$ cat src/rtl/uxr_pkg.sv
// ----------------------------------------------------------------------------
// uxr_pkg: shared types and constants for the serial port ring buffers
// Operation codes, ring control and status groups, and default sizes.
// ----------------------------------------------------------------------------
package uxr_pkg;

  localparam int DEPTH_DEF = 8;
  localparam int BYTE_W    = 8;
  localparam int LEVEL_W   = 4;

  typedef enum logic [2:0] {
    FN_TX_PUSH  = 3'd0,
    FN_TX_POP   = 3'd1,
    FN_RX_PUSH  = 3'd2,
    FN_RX_POP   = 3'd3,
    FN_RX_FLUSH = 3'd4,
    FN_TX_FLUSH = 3'd5
  } func_t;

  typedef struct packed {
    logic push;
    logic pop;
    logic flush;
  } ring_ctl_t;

  typedef struct packed {
    logic full;
    logic empty;
    logic low;    // at most one byte held
  } ring_stat_t;

endpackage

$ cat src/rtl/uxr_ring.sv
// ----------------------------------------------------------------------------
// uxr_ring: one byte ring buffer
// Pointers, fill count and a byte store with a registered read port. A push
// into a full ring overwrites the oldest byte; the caller gates pops on empty.
// ----------------------------------------------------------------------------
module uxr_ring
  import uxr_pkg::*;
#(
  parameter int DEPTH = DEPTH_DEF
) (
  input  logic                clk,
  input  logic                rst,
  input  ring_ctl_t           ctl,
  input  logic [BYTE_W-1:0]   wr_data,
  output logic [BYTE_W-1:0]   rd_data,
  output ring_stat_t          stat,
  output logic [LEVEL_W-1:0]  level_next
);

  localparam int PTR_W  = $clog2(DEPTH);
  localparam int FILL_W = $clog2(DEPTH + 1);

  logic [BYTE_W-1:0] mem [DEPTH];

  logic [PTR_W-1:0]  rd_ptr, rd_ptr_next;
  logic [PTR_W-1:0]  wr_ptr, wr_ptr_next;
  logic [FILL_W-1:0] fill, fill_next;
  logic [FILL_W+LEVEL_W-1:0] fill_ext;

  function automatic logic [PTR_W-1:0] step_ptr(input logic [PTR_W-1:0] p);
    step_ptr = (p == PTR_W'(DEPTH - 1)) ? '0 : p + PTR_W'(1);
  endfunction

  always_comb begin
    stat.full  = (fill == FILL_W'(DEPTH));
    stat.empty = (fill == '0);
    stat.low   = (fill <= FILL_W'(1));
  end

  always_comb begin
    rd_ptr_next = rd_ptr;
    wr_ptr_next = wr_ptr;
    fill_next   = fill;
    if (ctl.flush) begin
      rd_ptr_next = '0;
      wr_ptr_next = '0;
      fill_next   = '0;
    end else if (ctl.push) begin
      wr_ptr_next = step_ptr(wr_ptr);
      if (stat.full) begin
        rd_ptr_next = step_ptr(rd_ptr);
      end else begin
        fill_next = fill + FILL_W'(1);
      end
    end else if (ctl.pop) begin
      rd_ptr_next = step_ptr(rd_ptr);
      fill_next   = fill - FILL_W'(1);
    end
  end

  // Levels beyond four bits wrap, as the result field is four bits wide.
  assign fill_ext   = {{LEVEL_W{1'b0}}, fill_next};
  assign level_next = fill_ext[LEVEL_W-1:0];

  always_ff @(posedge clk) begin
    if (rst) begin
      rd_ptr <= '0;
      wr_ptr <= '0;
      fill   <= '0;
    end else begin
      rd_ptr <= rd_ptr_next;
      wr_ptr <= wr_ptr_next;
      fill   <= fill_next;
    end
  end

  // A pop only reads entries written by earlier words, so no bypass is needed.
  always_ff @(posedge clk) begin
    if (ctl.push) begin
      mem[wr_ptr] <= wr_data;
    end
    if (ctl.pop) begin
      rd_data <= mem[rd_ptr];
    end
  end

endmodule

$ cat src/rtl/uart_tx_rx_ring_buffers.sv
// ----------------------------------------------------------------------------
// uart_tx_rx_ring_buffers: transmit and receive byte buffers for a serial port
// Decodes one operation per word and reports flags and levels for each.
// ----------------------------------------------------------------------------
// Every input word produces exactly one result word. A word is accepted in
// every cycle while the output side keeps up. On acceptance the ring
// pointers are updated and the store is read into its read register; then
// the output register is loaded once the output side can take the word.
// Throughput is set by the single store access per word, one per cycle
// while the output side keeps up. A transmit push into a full buffer is
// refused (push_accepted low) and leaves everything unchanged; a received
// byte is always stored and drops the oldest one when the receive buffer is
// full. Popped bytes read as zero when nothing was popped. Codes six and
// seven do nothing and report the current levels.
module uart_tx_rx_ring_buffers
  import uxr_pkg::*;
#(
  parameter int DEPTH = DEPTH_DEF
) (
  input  logic               clk,
  input  logic               rst,
  input  logic               in_valid,
  output logic               in_ready,
  input  logic [2:0]         func,
  input  logic [BYTE_W-1:0]  data_byte,
  output logic               out_valid,
  input  logic               out_ready,
  output logic               tx_out_valid,
  output logic [BYTE_W-1:0]  tx_out_byte,
  output logic               rx_got,
  output logic [BYTE_W-1:0]  rx_out_byte,
  output logic               push_accepted,
  output logic               rx_dropped_oldest,
  output logic               tx_irq_enable,
  output logic [LEVEL_W-1:0] tx_level,
  output logic [LEVEL_W-1:0] rx_level
);

  ring_ctl_t  tx_ctl, rx_ctl;
  ring_stat_t tx_stat, rx_stat;
  logic [BYTE_W-1:0]  tx_rd, rx_rd;
  logic [LEVEL_W-1:0] tx_lvl_next, rx_lvl_next;

  logic acc, s1_adv;
  logic irq_on, irq_next;
  logic f_txv, f_rxg, f_acc, f_drop;

  logic               s1_valid;
  logic               s1_txv, s1_rxg, s1_acc, s1_drop, s1_irq;
  logic [LEVEL_W-1:0] s1_tx_lvl, s1_rx_lvl;

  assign s1_adv   = s1_valid && (!out_valid || out_ready);
  assign in_ready = !s1_valid || s1_adv;
  assign acc      = in_valid && in_ready;

  always_comb begin
    tx_ctl   = '0;
    rx_ctl   = '0;
    irq_next = irq_on;
    f_txv    = 1'b0;
    f_rxg    = 1'b0;
    f_acc    = 1'b0;
    f_drop   = 1'b0;
    if (acc) begin
      case (func)
        FN_TX_PUSH: begin
          tx_ctl.push = !tx_stat.full;
          f_acc       = !tx_stat.full;
          if (!tx_stat.full) begin
            irq_next = 1'b1;
          end
        end
        FN_TX_POP: begin
          tx_ctl.pop = !tx_stat.empty;
          f_txv      = !tx_stat.empty;
          // The buffer ends up empty when it held one byte or none.
          if (tx_stat.low) begin
            irq_next = 1'b0;
          end
        end
        FN_RX_PUSH: begin
          rx_ctl.push = 1'b1;
          f_drop      = rx_stat.full;
        end
        FN_RX_POP: begin
          rx_ctl.pop = !rx_stat.empty;
          f_rxg      = !rx_stat.empty;
        end
        FN_RX_FLUSH: rx_ctl.flush = 1'b1;
        FN_TX_FLUSH: tx_ctl.flush = 1'b1;
        default: ;
      endcase
    end
  end

  uxr_ring #(.DEPTH(DEPTH)) u_tx_ring (
    .clk        (clk),
    .rst        (rst),
    .ctl        (tx_ctl),
    .wr_data    (data_byte),
    .rd_data    (tx_rd),
    .stat       (tx_stat),
    .level_next (tx_lvl_next)
  );

  uxr_ring #(.DEPTH(DEPTH)) u_rx_ring (
    .clk        (clk),
    .rst        (rst),
    .ctl        (rx_ctl),
    .wr_data    (data_byte),
    .rd_data    (rx_rd),
    .stat       (rx_stat),
    .level_next (rx_lvl_next)
  );

  always_ff @(posedge clk) begin
    if (rst) begin
      irq_on    <= 1'b0;
      s1_valid  <= 1'b0;
      out_valid <= 1'b0;
    end else begin
      irq_on <= irq_next;
      if (acc) begin
        s1_valid <= 1'b1;
      end else if (s1_adv) begin
        s1_valid <= 1'b0;
      end
      if (s1_adv) begin
        out_valid <= 1'b1;
      end else if (out_ready) begin
        out_valid <= 1'b0;
      end
    end
  end

  always_ff @(posedge clk) begin
    if (acc) begin
      s1_txv    <= f_txv;
      s1_rxg    <= f_rxg;
      s1_acc    <= f_acc;
      s1_drop   <= f_drop;
      s1_irq    <= irq_next;
      s1_tx_lvl <= tx_lvl_next;
      s1_rx_lvl <= rx_lvl_next;
    end
    if (s1_adv) begin
      tx_out_valid      <= s1_txv;
      tx_out_byte       <= s1_txv ? tx_rd : '0;
      rx_got            <= s1_rxg;
      rx_out_byte       <= s1_rxg ? rx_rd : '0;
      push_accepted     <= s1_acc;
      rx_dropped_oldest <= s1_drop;
      tx_irq_enable     <= s1_irq;
      tx_level          <= s1_tx_lvl;
      rx_level          <= s1_rx_lvl;
    end
  end

`ifndef SYNTHESIS
  a_one_flag: assert property (@(posedge clk) disable iff (rst)
    out_valid |-> $countones({tx_out_valid, rx_got, push_accepted, rx_dropped_oldest}) <= 1)
    else $error("more than one operation flag set in a result word");

  a_push_irq: assert property (@(posedge clk) disable iff (rst)
    (acc && func == FN_TX_PUSH && !tx_stat.full) |=> irq_on)
    else $error("stored transmit byte did not set the interrupt enable");

  a_ring_stat: assert property (@(posedge clk) disable iff (rst)
    !(tx_stat.full && tx_stat.empty) && !(rx_stat.full && rx_stat.empty))
    else $error("ring reports full and empty at once");

  a_stall: assert property (@(posedge clk) disable iff (rst)
    !in_ready |-> (s1_valid && out_valid && !out_ready))
    else $error("input stalled without a full pipeline");
`endif

endmodule
$ cat config.mk
export PLATFORM = sky130hd
export DESIGN_NAME = uart_tx_rx_ring_buffers
export DESIGN_NICKNAME = d
export VERILOG_FILES = /design/src/rtl/uxr_pkg.sv /design/src/rtl/uxr_ring.sv /design/src/rtl/uart_tx_rx_ring_buffers.sv
export SDC_FILE = /design/constraint.sdc
export NUM_CORES = 1
export LEC_CHECK = 0
export ABC_CLOCK_PERIOD_IN_PS = 3900
export BUFFER_PORTS_ARGS = -buffer_cell sky130_fd_sc_hd__buf_2
export CAP_MARGIN = 40
export CORE_MARGIN = 2
export CORE_UTILIZATION = 40
export DETAILED_ROUTE_END_ITERATION = 6
export GPL_ROUTABILITY_DRIVEN = 0
export GPL_TIMING_DRIVEN = 0
export HOLD_SLACK_MARGIN = 0.15
export PLACE_DENSITY = 0.64
export SLEW_MARGIN = 0
export SYNTH_ARGS = -nofsm -noshare
export SYNTH_HDL_FRONTEND = slang
export SYNTH_SLANG_ARGS = --single-unit
$ cat constraint.sdc
create_clock -name clk -period 3.9 [get_ports clk]
set_input_delay 0.195 -clock clk [delete_from_list [all_inputs] [get_ports clk]]
set_output_delay 0.195 -clock clk [all_outputs]
set_load 0.02 [all_outputs]
==> results_dict.tcl <==
set metrics [dict create \
    cts_buffers 22 \
    clock_power_share_pct 42.5 \
    place_hpwl_mm 11.0 \
    core_area_um2 20900 \
    ir_drop_mv 0.342 \
    power_density_nw_per_um2 465 \
    cpPeakStageDelay_ns 0.61 \
    num_vias 4587 \
    synth_flop_cell "edfxtp_1" \
    n_fill_cell 1726 \
    period_needed_ns 2.88 \
    timing.setup.critical_path_class "reg -> reg" \
    critPathTopFamily "simple AND/OR/NAND/NOR gates" \
    rsz0062_at_grt "no" \
    total_power_mw 4.61 \
    grt.total_usage_pct 15.1 \
    path_buf_inv 2 \
    final_net_count 602 \
    comb_power_share_pct 3.8 \
    syn_area_per_cell_um2 17.4 \
    io_buffer_count 44 \
    grt_overflow 0 \
    synth-seq-cells 209 \
    cts_tree "yes" \
    clkSinkCount 209 \
    p_sw_mw 0.939 \
    async_flop_share_pct 0 \
    synth_cell_types 61 \
    finalCoreUtilization_pct 47.5 \
    post-place-ws_ns 1.08 \
    internal_power_mw 3.67 \
    placed_cell_area_um2 9130 \
    finalCritPeriodShare_pct 73.8 \
    status "finished clean" \
    drv_cap 0 \
    power.leakage_nw 3.33 \
    htreeDepth 1 \
    syn_inst 486 \
    setup_violations 0 \
    cts_root_buffer "clkbuf_16" \
    required_ns 4.09 \
    seq_area_um2 6050 \
    post-route-cell-area_um2 9920 \
    tns_ns 0 \
    crit_path_top_delay_cell "nor3_1" \
    worstMarginPinSlew_ns 0.880 \
    hold_viol 0 \
    slew_headroom_pct 41.1 \
    clk_pin_slew_ns 0.06 \
    synth_nets 514 \
    final_layout_size_suffix_gt1_share_pct 28.9 \
    cp_num_cells 7 \
    cts_hold_buf 11 \
    wl_mm 16.4 \
    area_growth_pct 17.5 \
    worst_skew_pair.late_latency_ns 0.51 \
    rows 53 \
    post_cts_buffers 0 \
    post_cts_resized 0 \
    multi_input_area_um2 2270 \
    fin_ws_ns 1.02 \
    crit_arrival_ns 3.07 \
    grt_pass1_wl_mm 26.1 \
    grt_pass1_vias 4681 \
    synth_edf_count 186 \
    drc 0 \
    pin_count 46 \
    avgViaCountPerCell 5.31 \
    start_util_pct 40.4 \
    die_x_um 149 \
    first_pass_iters 5 \
    layout_common_cells "186 x edfxtp_1, 53 x buf_2, 32 x mux4_2, 25 x nand2_1, 23 x dfxtp_1" \
    clockBufferDepth 3 \
    crit_fanout 7 \
    ant_nets 0 \
    drt_iter0_markers 392 \
    hold_class "in -> reg" \
    num_antenna_cells 0 \
    p_sw_share_pct 20.4 \
    dieHeight_um 149 \
    startpoint_type "register" \
    grt_max_degree 19 \
    layout_commonest_cell "edfxtp_1" \
    reg2reg_from "u_tx_ring.fill[0]" \
    p_seq_share_pct 53.7 \
    die_area_um2 22300 \
    endpoint_kind "register" \
    startpoint "u_tx_ring.fill[0]" \
    hold_depth 3 \
    antenna_found_initial 0 \
    fmax_mhz 348 \
    synthesis.area_um2 8440 \
    rr_worst_depth 7 \
    crit_chain "inv_1 -> ha_1 -> and3b_1 -> nor4_4 -> nand2b_1 -> nor3_1 -> buf_2" \
    wl_per_cell_um 19.0 \
    ys.warnings.count 0 \
    finalClockSkew_ns 0.0170 \
    min_from "func[2]" \
    seq_area_frac_synth_pct 71.6 \
    finalMaxSlewViolations 0 \
]
-- power by group through the flow --
stage	Sequential [mW]	Clock (mW)	Combinational (mW)
floorplan	2.54	0	0.0776
CTS	2.48	2.01	0.174
finish	2.48	1.96	0.173
global route	2.48	2.08	0.189
global placement	2.53	0	0.152
detailed placement	2.53	0	0.165
-- per-stage QoR --
stage | hold WS, ns | std cells
detailed placement | 0.406 | 814
finish | 0.195 | 864
global route | 0.193 | 864
CTS | 0.176 | 864
floorplan | 0.264 | 486
global placement | 0.402 | 805
-- worst min-delay path: cells and delay by family --
kind	cells	cell delay, ns
buffers and inverters	1	0.13
AND/OR/NAND/NOR	2	0.21
-- routing by layer --
metal | wire (µm) | up-vias | track usage [%] | part of all wire, %
met1 | 7140 | 2301 | 20.4 | 43
met3 | 856 | 37 | 2.78 | 5.2
met5 | 0 | - | 0 | 0
met4 | 369 | 0 | 4.48 | 2.2
met2 | 8070 | 158 | 25.2 | 49
li1 | - | 2091 | - | -
-- cells in the mapped netlist (2+ instances only) --
cell | number | area share (%)
a211oi_1 | 3 | 0.27
a21o_1 | 2 | 0.18
a21oi_1 | 21 | 1.2
a31o_2 | 2 | 0.21
a41oi_1 | 2 | 0.21
and2_1 | 17 | 1.3
and3b_1 | 3 | 0.31
buf_1 | 2 | 0.089
buf_2 | 8 | 0.47
buf_4 | 4 | 0.36
buf_6 | 2 | 0.27
clkbuf_1 | 3 | 0.13
dfxtp_1 | 23 | 5.5
edfxtp_1 | 186 | 66
ha_1 | 13 | 1.9
inv_1 | 12 | 0.53
mux2_2 | 17 | 2.3
mux2i_1 | 5 | 0.59
mux4_2 | 32 | 8.5
nand2_1 | 25 | 1.1
nand2b_1 | 9 | 0.67
nand3_1 | 3 | 0.18
nand3b_1 | 4 | 0.36
nand4_1 | 4 | 0.30
nor2_1 | 20 | 0.89
nor3_1 | 14 | 0.83
nor3b_2 | 2 | 0.30
o21ai_0 | 7 | 0.41
o41ai_1 | 2 | 0.21
or3_1 | 5 | 0.37
or3b_1 | 2 | 0.21
or3b_2 | 2 | 0.21
xnor2_1 | 2 | 0.21
-- cell type report --
| class | instances | area share (%) |
|---|---|---|
| tap | 275 | 3.47 |
| clock buffer | 31 | 6.09 |
| sequential | 209 | 60.9 |
| multi-input combinational | 244 | 22.8 |
| buffer | 19 | 1.12 |
| inverter | 14 | 0.580 |
| timing repair buffer | 64 | 4.19 |
| clock inverter | 8 | 0.757 |
-- state kept, by name, summed over array words and instances, names as in the netlist, 8 cells and up --
name and count:
u_tx_ring.mem 64, u_rx_ring.rd_data 8, rx_out_byte 8, tx_out_byte 8, u_rx_ring.mem 64, u_tx_ring.rd_data 8
-- kinds of logic (layout without fill, tap and decap cells) --
| family | count (synthesis) | in the layout | share of synthesized area (%) |
|---|---|---|---|
| XOR/XNOR | 2 | 2 | 0.208 |
| flip-flops | 209 | 209 | 71.6 |
| adder cells (fa/ha/maj) | 13 | 13 | 1.93 |
| multiplexers | 54 | 54 | 11.4 |
| buffers and inverters | 33 | 136 | 2.00 |
| AND/OR/NAND/NOR | 125 | 125 | 8.88 |
| AO/OA/AOI/OAI | 50 | 50 | 3.99 |
-- path summary, 6_finish.rpt --
kind | slack, ns | end
setup reg to reg | 1.02 | u_tx_ring.mem[0][3]
hold / removal | 0.20 | s1_acc
setup / recovery | 1.02 | u_tx_ring.mem[0][3]
hold reg to reg | 0.42 | rx_level[1]
No activity file was read; power rests on OpenSTA's default activity.
